File: src/design/chhc_pkg.sv
package chhc_pkg;

    // Field widths
    localparam int AXIS_W     = 16;
    localparam int REQ_W      = 2;
    localparam int HEADING_W  = 15;
    localparam int IN_DATA_W  = 48;
    localparam int OUT_DATA_W = 64;

    // Heading resolution and CORDIC length
    localparam int HEADING_FRAC_BITS = 6;
    localparam int CORDIC_STEPS      = 16;
    localparam int STEP_W            = $clog2(CORDIC_STEPS);

    // CORDIC datapath: 16-bit axes pre-scaled by 256, plus growth headroom
    localparam int PRESCALE_SH = 8;
    localparam int XY_W        = 28;
    localparam int ACC_W       = 32;
    localparam int ANG_FRAC    = 20;
    localparam int HEAD_SH     = ANG_FRAC - HEADING_FRAC_BITS;
    localparam int ATAN_IDX_W  = 5;
    localparam logic signed [ACC_W-1:0] FULL_ANG = ACC_W'(180 * (2 ** ANG_FRAC));

    // Divide by five via reciprocal multiply: exact for magnitudes below 2^18
    localparam int SUM_W        = 19;
    localparam int RECIP5_SH    = 21;
    localparam int RECIP5_W     = 19;
    localparam int PROD_W       = SUM_W + RECIP5_W;
    localparam int QMAG_W       = 17;
    localparam logic [RECIP5_W-1:0] RECIP5 = RECIP5_W'((2 ** RECIP5_SH + 4) / 5);

    // Extreme tracking slots: axis * 2 + (1 for min)
    localparam int NUM_AXES = 3;
    localparam int NUM_EXT  = 6;
    localparam int EXT_IDX_W = 3;
    localparam logic [EXT_IDX_W-1:0] EXT_LAST = EXT_IDX_W'(NUM_EXT - 1);

    typedef enum logic [REQ_W-1:0] {
        REQ_MEASURE = 2'd0,
        REQ_CAL     = 2'd1,
        REQ_COMMIT  = 2'd2
    } t_req;

    typedef enum logic [1:0] {
        S_IDLE,
        S_CORRECT,
        S_RUN,
        S_DONE
    } t_state;

    // Tracking request into / result tag out of the divide unit
    typedef struct packed {
        logic                 valid;
        logic                 upd;
        logic [EXT_IDX_W-1:0] tag;
    } t_trk_req;

    // atan(2^-i) in 2^-20 degree, rounded to nearest
    function automatic logic signed [ACC_W-1:0] atan_of(input logic [ATAN_IDX_W-1:0] idx);
        logic signed [ACC_W-1:0] v;
        unique case (idx)
            5'd0:  v = 32'sd47185920;
            5'd1:  v = 32'sd27855475;
            5'd2:  v = 32'sd14718068;
            5'd3:  v = 32'sd7471121;
            5'd4:  v = 32'sd3750058;
            5'd5:  v = 32'sd1876857;
            5'd6:  v = 32'sd938658;
            5'd7:  v = 32'sd469357;
            5'd8:  v = 32'sd234682;
            5'd9:  v = 32'sd117342;
            5'd10: v = 32'sd58671;
            5'd11: v = 32'sd29335;
            5'd12: v = 32'sd14668;
            5'd13: v = 32'sd7334;
            5'd14: v = 32'sd3667;
            5'd15: v = 32'sd1833;
            5'd16: v = 32'sd917;
            5'd17: v = 32'sd458;
            5'd18: v = 32'sd229;
            5'd19: v = 32'sd115;
            5'd20: v = 32'sd57;
            5'd21: v = 32'sd29;
            5'd22: v = 32'sd14;
            5'd23: v = 32'sd7;
            default: v = '0;
        endcase
        return v;
    endfunction

    // (a + b) / 2 truncated toward zero
    function automatic logic signed [AXIS_W-1:0] mid_tz(
        input logic signed [AXIS_W-1:0] a,
        input logic signed [AXIS_W-1:0] b
    );
        logic signed [AXIS_W:0] s;
        logic signed [AXIS_W:0] t;
        s = (AXIS_W+1)'(a) + (AXIS_W+1)'(b);
        t = s + (AXIS_W+1)'({1'b0, s[AXIS_W]});
        return AXIS_W'(t >>> 1);
    endfunction

endpackage

File: src/design/chhc_div5.sv
module chhc_div5 import chhc_pkg::*; (
    input  logic                     i_clk,
    input  logic                     i_rst_n,
    input  t_trk_req                 i_req,
    input  logic signed [SUM_W-1:0]  i_sum,
    output t_trk_req                 o_rsp,
    output logic signed [AXIS_W-1:0] o_quot
);

    logic             neg;
    logic [SUM_W-1:0] mag;
    logic [PROD_W-1:0] prod;
    logic [QMAG_W-1:0] qmag;
    logic signed [QMAG_W-1:0] qs;

    // Magnitude times reciprocal, sign restored: truncation toward zero
    always_comb begin
        neg  = i_sum[SUM_W-1];
        mag  = neg ? SUM_W'(-i_sum) : SUM_W'(i_sum);
        prod = PROD_W'(mag) * PROD_W'(RECIP5);
        qmag = prod[RECIP5_SH +: QMAG_W];
        qs   = neg ? -$signed(qmag) : $signed(qmag);
    end

    // Result register; only the valid flag is cleared by reset
    always_ff @(posedge i_clk) begin
        if (!i_rst_n) begin
            o_rsp.valid <= 1'b0;
        end else begin
            o_rsp.valid <= i_req.valid;
        end
        o_rsp.upd <= i_req.upd;
        o_rsp.tag <= i_req.tag;
        o_quot    <= AXIS_W'(qs);
    end

endmodule

File: src/design/chhc_cordic.sv
module chhc_cordic import chhc_pkg::*; (
    input  logic                     i_clk,
    input  logic                     i_rst_n,
    input  logic                     i_start,
    input  logic signed [AXIS_W-1:0] i_x,
    input  logic signed [AXIS_W-1:0] i_y,
    output logic                     o_done,
    output logic [HEADING_W-1:0]     o_heading
);

    localparam logic [STEP_W-1:0] LAST_STEP = STEP_W'(CORDIC_STEPS - 1);

    logic                    r_busy;
    logic                    r_fin;
    logic [STEP_W-1:0]       r_step;
    logic signed [XY_W-1:0]  r_x;
    logic signed [XY_W-1:0]  r_y;
    logic signed [ACC_W-1:0] r_acc;

    logic signed [XY_W-1:0]  x0;
    logic signed [XY_W-1:0]  y0;
    logic signed [ACC_W-1:0] acc0;
    logic signed [XY_W-1:0]  dx;
    logic signed [XY_W-1:0]  dy;
    logic signed [ACC_W-1:0] ang;
    logic signed [XY_W-1:0]  n_x;
    logic signed [XY_W-1:0]  n_y;
    logic signed [ACC_W-1:0] n_acc;
    logic signed [ACC_W-1:0] fsum;
    logic signed [ACC_W-1:0] fclamp;

    // Pre-scale and fold into the right half plane
    always_comb begin
        x0   = XY_W'(i_x) <<< PRESCALE_SH;
        y0   = XY_W'(i_y) <<< PRESCALE_SH;
        acc0 = '0;
        if (i_x[AXIS_W-1]) begin
            acc0 = i_y[AXIS_W-1] ? -FULL_ANG : FULL_ANG;
            x0   = -x0;
            y0   = -y0;
        end
    end

    // One vectoring step: two shifters, two adders and the angle adder
    always_comb begin
        dx    = r_y >>> r_step;
        dy    = r_x >>> r_step;
        ang   = atan_of(ATAN_IDX_W'(r_step));
        n_x   = r_x;
        n_y   = r_y;
        n_acc = r_acc;
        if (r_y != '0) begin
            if (!r_y[XY_W-1]) begin
                n_x   = r_x + dx;
                n_y   = r_y - dy;
                n_acc = r_acc + ang;
            end else begin
                n_x   = r_x - dx;
                n_y   = r_y + dy;
                n_acc = r_acc - ang;
            end
        end
    end

    // Offset to 0..360 degrees and clamp
    always_comb begin
        fsum   = r_acc + FULL_ANG;
        fclamp = fsum;
        if (fsum < 0) begin
            fclamp = '0;
        end else if (fsum > (FULL_ANG <<< 1)) begin
            fclamp = FULL_ANG <<< 1;
        end
    end

    always_ff @(posedge i_clk) begin
        if (!i_rst_n) begin
            r_busy <= 1'b0;
            r_fin  <= 1'b0;
            o_done <= 1'b0;
        end else begin
            o_done <= r_fin;
            r_fin  <= 1'b0;
            if (i_start) begin
                r_busy <= 1'b1;
            end else if (r_busy && r_step == LAST_STEP) begin
                r_busy <= 1'b0;
                r_fin  <= 1'b1;
            end
        end
    end

    always_ff @(posedge i_clk) begin
        if (i_start) begin
            r_x    <= x0;
            r_y    <= y0;
            r_acc  <= acc0;
            r_step <= '0;
        end else if (r_busy) begin
            r_x    <= n_x;
            r_y    <= n_y;
            r_acc  <= n_acc;
            r_step <= r_step + 1'b1;
        end
        if (r_fin) begin
            o_heading <= HEADING_W'(fclamp >>> HEAD_SH);
        end
    end

endmodule

File: src/design/compass_heading_hard_iron_cal.sv
// Channel  | Dir | Signals                                | Fields (low bit up)
// ---------+-----+----------------------------------------+--------------------------------
// sample   | in  | s_axis_tvalid/tready/tdata/tuser       | tdata: raw_x, raw_y, raw_z
//          |     |                                        | tuser: req_type
// result   | out | m_axis_tvalid/tready/tdata             | tdata: corr_x, corr_y, corr_z,
//          |     |                                        |        heading, 1 pad bit
//
// A request runs from acceptance to result valid through the iterative CORDIC unit,
// which does one vectoring step per cycle.
// Calibration tracking runs on a shared divide-by-five unit in parallel with it.
// Reset (i_rst_n low, synchronous) clears offsets, the calibration flag and handshakes.
// A new request is taken while the previous result waits; a stalled result holds the
// next one back at the end of its run.
module compass_heading_hard_iron_cal import chhc_pkg::*; (
    input  logic                  i_clk,
    input  logic                  i_rst_n,
    input  logic                  s_axis_tvalid,
    output logic                  s_axis_tready,
    input  logic [IN_DATA_W-1:0]  s_axis_tdata,  // raw_x, raw_y, raw_z
    input  logic [REQ_W-1:0]      s_axis_tuser,  // req_type
    output logic                  m_axis_tvalid,
    input  logic                  m_axis_tready,
    output logic [OUT_DATA_W-1:0] m_axis_tdata   // corr_x, corr_y, corr_z, heading, pad
);

    t_state r_state;
    t_state n_state;

    logic [REQ_W-1:0]         r_req;
    logic signed [AXIS_W-1:0] r_raw  [NUM_AXES];
    logic signed [AXIS_W-1:0] r_off  [NUM_AXES];
    logic signed [AXIS_W-1:0] r_corr [NUM_AXES];
    logic signed [AXIS_W-1:0] r_ext  [NUM_EXT];
    logic                     r_cal_started;
    logic                     r_trk_run;
    logic [EXT_IDX_W-1:0]     r_trk;
    logic [HEADING_W-1:0]     r_head;
    logic                     r_out_valid;
    logic [OUT_DATA_W-1:0]    r_out_data;

    logic                     in_fire;
    logic                     out_load;
    logic                     cordic_start;
    logic                     cordic_done;
    logic [HEADING_W-1:0]     cordic_heading;
    logic signed [AXIS_W-1:0] corr [NUM_AXES];
    logic signed [AXIS_W-1:0] trk_v;
    logic signed [AXIS_W-1:0] trk_m;
    logic signed [SUM_W-1:0]  trk_sum;
    t_trk_req                 trk_req;
    t_trk_req                 trk_rsp;
    logic signed [AXIS_W-1:0] trk_quot;

    // Request sequencer
    always_comb begin
        n_state       = r_state;
        s_axis_tready = 1'b0;
        cordic_start  = 1'b0;
        out_load      = 1'b0;
        unique case (r_state)
            S_IDLE: begin
                s_axis_tready = 1'b1;
                if (s_axis_tvalid) begin
                    n_state = S_CORRECT;
                end
            end
            S_CORRECT: begin
                cordic_start = 1'b1;
                n_state      = S_RUN;
            end
            S_RUN: begin
                if (cordic_done) begin
                    n_state = S_DONE;
                end
            end
            S_DONE: begin
                if ((!r_out_valid || m_axis_tready) && !r_trk_run && !trk_rsp.valid) begin
                    out_load = 1'b1;
                    n_state  = S_IDLE;
                end
            end
            default: n_state = S_IDLE;
        endcase
    end

    assign in_fire = s_axis_tvalid && s_axis_tready;

    // Offset subtraction with 16-bit wrap
    always_comb begin
        for (int a = 0; a < NUM_AXES; a++) begin
            corr[a] = r_raw[a] - r_off[a];
        end
    end

    // Tracking issue: one extreme per cycle into the divide unit
    always_comb begin
        trk_v         = r_corr[r_trk[EXT_IDX_W-1:1]];
        trk_m         = r_ext[r_trk];
        trk_sum       = SUM_W'(trk_v) + (SUM_W'(trk_m) <<< 2);
        trk_req.valid = r_trk_run;
        trk_req.tag   = r_trk;
        trk_req.upd   = r_trk[0] ? (trk_v < trk_m) : (trk_v > trk_m);
    end

    chhc_div5 u_div5 (
        .i_clk   (i_clk),
        .i_rst_n (i_rst_n),
        .i_req   (trk_req),
        .i_sum   (trk_sum),
        .o_rsp   (trk_rsp),
        .o_quot  (trk_quot)
    );

    chhc_cordic u_cordic (
        .i_clk     (i_clk),
        .i_rst_n   (i_rst_n),
        .i_start   (cordic_start),
        .i_x       (corr[0]),
        .i_y       (corr[1]),
        .o_done    (cordic_done),
        .o_heading (cordic_heading)
    );

    // Control state, offsets and calibration flag
    always_ff @(posedge i_clk) begin
        if (!i_rst_n) begin
            r_state       <= S_IDLE;
            r_out_valid   <= 1'b0;
            r_cal_started <= 1'b0;
            r_trk_run     <= 1'b0;
            for (int a = 0; a < NUM_AXES; a++) begin
                r_off[a] <= '0;
            end
        end else begin
            r_state <= n_state;
            if (out_load) begin
                r_out_valid <= 1'b1;
            end else if (m_axis_tready) begin
                r_out_valid <= 1'b0;
            end
            // Commit takes the midpoints before the sample is corrected
            if (in_fire && s_axis_tuser == REQ_COMMIT && r_cal_started) begin
                for (int a = 0; a < NUM_AXES; a++) begin
                    r_off[a] <= mid_tz(r_ext[2*a], r_ext[2*a+1]);
                end
                r_cal_started <= 1'b0;
            end
            if (r_state == S_CORRECT && r_req == REQ_CAL) begin
                if (!r_cal_started) begin
                    r_cal_started <= 1'b1;
                end else begin
                    r_trk_run <= 1'b1;
                end
            end else if (r_trk_run && r_trk == EXT_LAST) begin
                r_trk_run <= 1'b0;
            end
        end
    end

    // Datapath registers
    always_ff @(posedge i_clk) begin
        if (in_fire) begin
            r_req <= s_axis_tuser;
            for (int a = 0; a < NUM_AXES; a++) begin
                r_raw[a] <= s_axis_tdata[a*AXIS_W +: AXIS_W];
            end
        end
        if (r_state == S_CORRECT) begin
            r_trk <= '0;
            for (int a = 0; a < NUM_AXES; a++) begin
                r_corr[a] <= corr[a];
            end
            // First calibration sample seeds both extremes
            if (r_req == REQ_CAL && !r_cal_started) begin
                for (int a = 0; a < NUM_AXES; a++) begin
                    r_ext[2*a]   <= corr[a];
                    r_ext[2*a+1] <= corr[a];
                end
            end
        end else if (r_trk_run) begin
            r_trk <= r_trk + 1'b1;
        end
        if (trk_rsp.valid && trk_rsp.upd) begin
            r_ext[trk_rsp.tag] <= trk_quot;
        end
        if (cordic_done) begin
            r_head <= cordic_heading;
        end
        if (out_load) begin
            r_out_data <= {1'b0, r_head, r_corr[2], r_corr[1], r_corr[0]};
        end
    end

    assign m_axis_tvalid = r_out_valid;
    assign m_axis_tdata  = r_out_data;

endmodule

File: config.mk
export PLATFORM = sky130hd
export DESIGN_NAME = compass_heading_hard_iron_cal
export DESIGN_NICKNAME = d
export VERILOG_FILES = /design/src/design/chhc_pkg.sv /design/src/design/chhc_div5.sv /design/src/design/chhc_cordic.sv /design/src/design/compass_heading_hard_iron_cal.sv
export SDC_FILE = /design/constraint.sdc
export NUM_CORES = 2
export LEC_CHECK = 0
export BUFFER_PORTS_ARGS = -buffer_cell sky130_fd_sc_hd__buf_4
export CORE_AREA = 10 10 432 329
export CTS_CLUSTER_DIAMETER = 200
export DETAILED_ROUTE_END_ITERATION = 8
export DIE_AREA = 0 0 442 339
export GPL_TIMING_DRIVEN = 0
export HOLD_SLACK_MARGIN = 0.02
export PLACE_DENSITY_LB_ADDON = 0.05
export REMOVE_ABC_BUFFERS = 1
export SKIP_CTS_REPAIR_TIMING = 1
export SYNTH_ARGS = -nofsm -noshare
export SYNTH_HDL_FRONTEND = slang
export SYNTH_SLANG_ARGS = --single-unit
File: constraint.sdc
create_clock -name i_clk -period 14.95 [get_ports i_clk]
set_input_delay 0.7475 -clock i_clk [delete_from_list [all_inputs] [get_ports i_clk]]
set_output_delay 0.7475 -clock i_clk [all_outputs]
set_load 0.01 [all_outputs]
Word level (Yosys, flattened, before mapping)
Memories as Yosys holds them, arrays and structs flattened. A register that Yosys moved wholly into a read port is not among the register bits.
Cells that the tools add are included.
Storage, ports and cells
  register bits after elaboration: 219
  memory bits (writable): 240
  memory bits (read-only): 416
  bits of input ports: 54
  output and inout bits: 66
  logic and storage cells: 158
  memories: 5
Operators by class
  $add $sub $neg: 23
  multipliers: 1
  $lt $le $gt $ge: 4
  eq/ne operators: 11
  shift operators: 2
  muxes and demuxes: 60
  bitwise gates (word level): 4
  reductions and logical operators: 27
Memories
  (name not given): words 16, width 26, read ports 1, clocked after memory_dff 1, wr ports 0, line chhc_pkg.sv:61  | unique case (idx)
  r_ext: words 6, width 16, read ports 7, clocked after memory_dff 1, wr ports 7, line compass_heading_hard_iron_cal.sv:33  | logic signed [AXIS_W-1:0] r_ext [NUM_EXT];
  r_corr: words 3, width 16, read ports 4, clocked after memory_dff 4, wr ports 3, line compass_heading_hard_iron_cal.sv:32  | logic signed [AXIS_W-1:0] r_corr [NUM_AXES];
  r_off: words 3, width 16, read ports 3, clocked after memory_dff 0, wr ports 3, line compass_heading_hard_iron_cal.sv:31  | logic signed [AXIS_W-1:0] r_off [NUM_AXES];
  r_raw: words 3, width 16, read ports 3, clocked after memory_dff 0, wr ports 3, line compass_heading_hard_iron_cal.sv:30  | logic signed [AXIS_W-1:0] r_raw [NUM_AXES];
Operator list (number)
  $mux W28: 10
  $mux W32: 6
  $mux W16: 4
  $add A28 B28 Y28: 2
  $neg A24 Y28: 2
  $sshr A28 B4 Y28: 2
  $sub A28 B28 Y28: 2
  $add A16 B16 Y17: 3
  $add A17 B1 Y17: 3
  $sub A16 B16 Y16: 3
  $mul A19 B19 Y37 const B: 1
  $add A32 B29 Y32 const B: 1
  $add A32 B32 Y32: 1
  $gt A32 B30 Y1 const B: 1
  $lt A32 B1 Y1 const B: 1
  $sub A32 B32 Y32: 1
  $mux W29: 1
  $mux W1: 28
  $reduce_bool A28 Y1: 1
  $add A16 B18 Y19: 1
  $mux W19: 1
  $neg A19 Y19: 1
  $gt A16 B16 Y1: 1
  $lt A16 B16 Y1: 1
  other kinds (23): 54

Longest topological paths before layout
  depth in word-level cells: 9
  mapped depth: 43
  depth with buffers taken out: 40

Hierarchy
A second synthesis with hierarchy kept.
Second synthesis, totals
  cell total of the unflattened synthesis: 4290
  area, all modules: 43559.3 um^2
By module, submodules not included
  compass_heading_hard_iron_cal: times used 1, cells an instance 1651, area an instance 20253.2 um^2, sequential area each 10790.3 um^2
  chhc_cordic: times used 1, cells an instance 1749, area an instance 15349.7 um^2, sequential area each 3753.6 um^2
  chhc_div5: times used 1, cells an instance 890, area an instance 7956.4 um^2, sequential area each 420.4 um^2

Worst setup path before layout
No wires, ideal clock.
  path kind: reg2reg
  from: register (tool-made name)
  to: register u_div5.o_quot[14]
  setup time: 0.121 ns
  arrival: 10.580 ns
  required time: 14.829 ns
  slack: 4.249 ns
  stages on the path, launching flop included: 41
  path buffers: 6
  clock period less this slack: 10.701 ns
  cells stage by stage: dfxtp_1 > buf_1 > buf_1 > clkbuf_1 > mux2i_1 > o21ai_0 > fa_1 > a21o_1 > a21oi_1 > o21ai_0 > a31oi_1 > o311ai_0 > and2_1 > clkbuf_1 > clkbuf_1 > a21oi_1 > xnor2_1 > ha_1 > (+5 left out) > fa_1 > inv_1 > fa_1 > inv_1 > fa_1 > inv_1 > ha_1 > clkbuf_1 > a21oi_1 > nand2_1 > a221o_1 > and2_1 > a211o_1 > xor2_1 > nor4_1 > and3_1 > a31oi_1 > xnor2_1
RTL lines
  to (signal assigned): line chhc_div5.sv:34  | o_quot <= AXIS_W'(qs);
  to (decl): line chhc_div5.sv:7  | output logic signed [AXIS_W-1:0] o_quot

==> impl_metrics.py <==
metrics = {
    "floorplan": {
        "dieArea_mm2": 0.150,
        "io_pins": 120,
        "start_util": 0.319,
        "fp.dieH_um": 339,
        "rows": 116,
        "die_w_um": 442,
        "core_region_area_mm2": 0.133,
    },
    "logic_synthesis": {
        "synth.most_common_cell": "edfxtp_1",
        "synth_common_cells": "455 x edfxtp_1, 450 x inv_1, 390 x ha_1",
        "synth_top_area_frac": 0.321,
        "syn_area_mm2": 0.0425,
        "syn_avg_cell_area_um2": 10.1,
        "synth_top_area_cell": "edfxtp_1",
        "yosysWarnings": 0,
        "ys_types": 89,
        "ys_seq_area_frac": 0.352,
        "synth_seq_cells": 520,
        "ys_async_sr_fraction": 0,
        "syn_inst": 4211,
        "synth_edf_count": 455,
        "yosys-top-cells-area": "edfxtp_1 32%, ha_1 11%, fa_1 6.8%",
        "synth_ff_type": "edfxtp_1",
    },
    "global_route": {
        "grt_pass1_vias": 30500,
        "grt_pass1_wl_um": 210000,
        "antenna_found_initial": 8,
        "grt_overflow": 0,
        "grt_util_all_layers": 0.184,
        "grt_start_max_net_pins": 71,
    },
    "cts": {
        "numCtsBuffers": 61,
        "cts_sinks": 520,
        "cts.htree.levels": 2,
        "cts_tree": "built",
        "clk_transition_reported_paths_ps": 60,
        "clk_path_buf_depth": 3,
        "cts_root_buf": "clkbuf_16",
        "clock_latency_ps": 710,
    },
    "sta": {
        "slew_violations": 0,
        "tightest_slew_ps": 1380,
        "timing.slew.headroom": 0.0740,
        "final_hold_viol_count": 0,
        "fin_crit_sh": 0.839,
        "fmax_mhz": 79.7,
        "fin_crit_ps": 12540,
        "holdWs_ps": 224,
        "rsz0062_at_grt": "no",
        "skew_ps": 28.0,
        "setup_violations": 0,
        "fin_tns_setup_ps": 0,
    },
    "layout": {
        "fill_cells": 13400,
        "seqCellArea_mm2": 0.0150,
        "fin_area_mm2": 0.0478,
        "drive_gt1_frac": 0.103,
        "multi_input_comb_area_mm2": 0.0254,
        "area.growth.synth_to_final_pct": 12.5,
        "fin_nets": 4879,
        "final_core_util": 0.360,
    },
    "worst_setup_path": {
        "startpoint_type": "register",
        "cp.arrival_ps": 13120,
        "worstSetupEndpointType": "register",
        "crit_slowest_cell": "o311ai_0",
        "crit_type": "reg -> reg",
        "critPathMaxStageDelay_ps": 880,
        "crit_required_ps": 15530,
        "crit_fanout": 20,
    },
    "placement": {
        "io_buffers": 118,
        "placed_area_mm2": 0.0458,
        "gp_congestion": 0.827,
        "dp.final_hpwl_um": 113000,
    },
    "drt": {
        "viasPerCell": 5.17,
        "num_vias": 31600,
        "post_drt_wl_per_cell_um": 23.2,
        "drt_wl_total_um": 142000,
        "drc": 0,
        "antenna_left": 0,
        "first_pass_iters": 5,
        "drtIter0Drc": 2840,
    },
    "job": {
        "cap_violations": 0,
    },
    "outcome": {
        "status": "finished clean",
    },
    "min_path": {
        "min_path_type": "in -> reg",
    },
}
[state kept, by name, indices dropped and copies added (netlist names), 2 cells and up, named ones only]
signal / count
r_ext: 128
m_axis_tdata: 63
r_corr: 48
r_off: 48
r_raw: 48
u_cordic.r_acc: 32
u_cordic.r_x: 28
u_cordic.r_y: 28
u_cordic.ang: 26
u_div5.o_quot: 16
r_head: 15
u_cordic.o_heading: 15
u_div5.o_rsp: 5
u_cordic.r_step: 4
r_trk: 3
r_req: 2
r_state: 2
[final timing paths]
| kind | startpoint | to | slack, ps | cells past startpoint |
|---|---|---|---|---|
| setup / recovery | register | u_div5.o_quot[14] | 2410 | 34 |
| hold / removal | s_axis_tdata[2] | r_raw[0][2] | 220 | 1 |
| setup reg to reg | register | u_div5.o_quot[14] | 2410 | 34 |
| hold reg to reg | r_trk[2] | u_div5.o_rsp[2] | 390 | 0 |
[critical path, delay by kind of cell (launching register included)]
kind            cells  cell delay [ps]
xor+xnor            2              860
fa+ha+maj           8             3860
mux                 2              790
simple gates        5             2010
compound gates     11             3590
buf+inv             6              620
flops               1              670
[stage by stage]
stage	setup slack (ps)	instances
finish	2410	6115
global route	1280	6115
CTS	2220	6112
detailed placement	2300	5998
global placement	57.0	5969
floorplan	3940	4081
[cell usage in the layout (no fill, tap or decap), types with 31 or more instances in the layout]
master / instances
xor2_1: 117
mux4_2: 101
o21a_1: 45
o21ai_0: 203
nor2b_1: 44
edfxtp_1: 455
nor4_1: 35
xnor2_1: 216
a21o_1: 87
nor2_1: 298
nand2_1: 343
nor3_1: 83
a31oi_1: 62
inv_1: 450
and2_1: 40
or3_1: 42
ha_1: 389
mux2i_1: 66
buf_4: 119
a21oi_1: 247
and3_1: 43
nand2b_1: 31
fa_1: 144
nand3_1: 62
mux2_2: 41
clkbuf_16: 61
dfxtp_1: 58
[per-layer routing]
metal | GRT usage | vias up | wire [um]
met4 | 0.0399 | 0 | 3010
met3 | 0.0355 | 113 | 8110
met2 | 0.250 | 709 | 55200
met5 | 0 | - | 0
li1 | - | 15300 | -
met1 | 0.293 | 15400 | 75500
[kinds of logic after synthesis]
group | after synthesis | share of synthesized area
flops | 520 | 0.352
fa+ha+maj | 534 | 0.183
buf+inv | 583 | 0.0533
compound gates | 880 | 0.131
other cells | 1 | 0.0000882
mux | 217 | 0.0837
xor+xnor | 336 | 0.0692
simple gates | 1140 | 0.128
[final cells by class]
cell class,count,share of cell area
antenna,3,0.000157
clock buffer,81,0.0339
clock inverter,33,0.00889
inverter,453,0.0355
multi-input combinational,3108,0.531
sequential,520,0.313
tap,1770,0.0463
timing repair buffer,147,0.0314
Power is not shown: default switching activity piles up to over one toggle a cycle in this logic, so the estimate is an artifact.
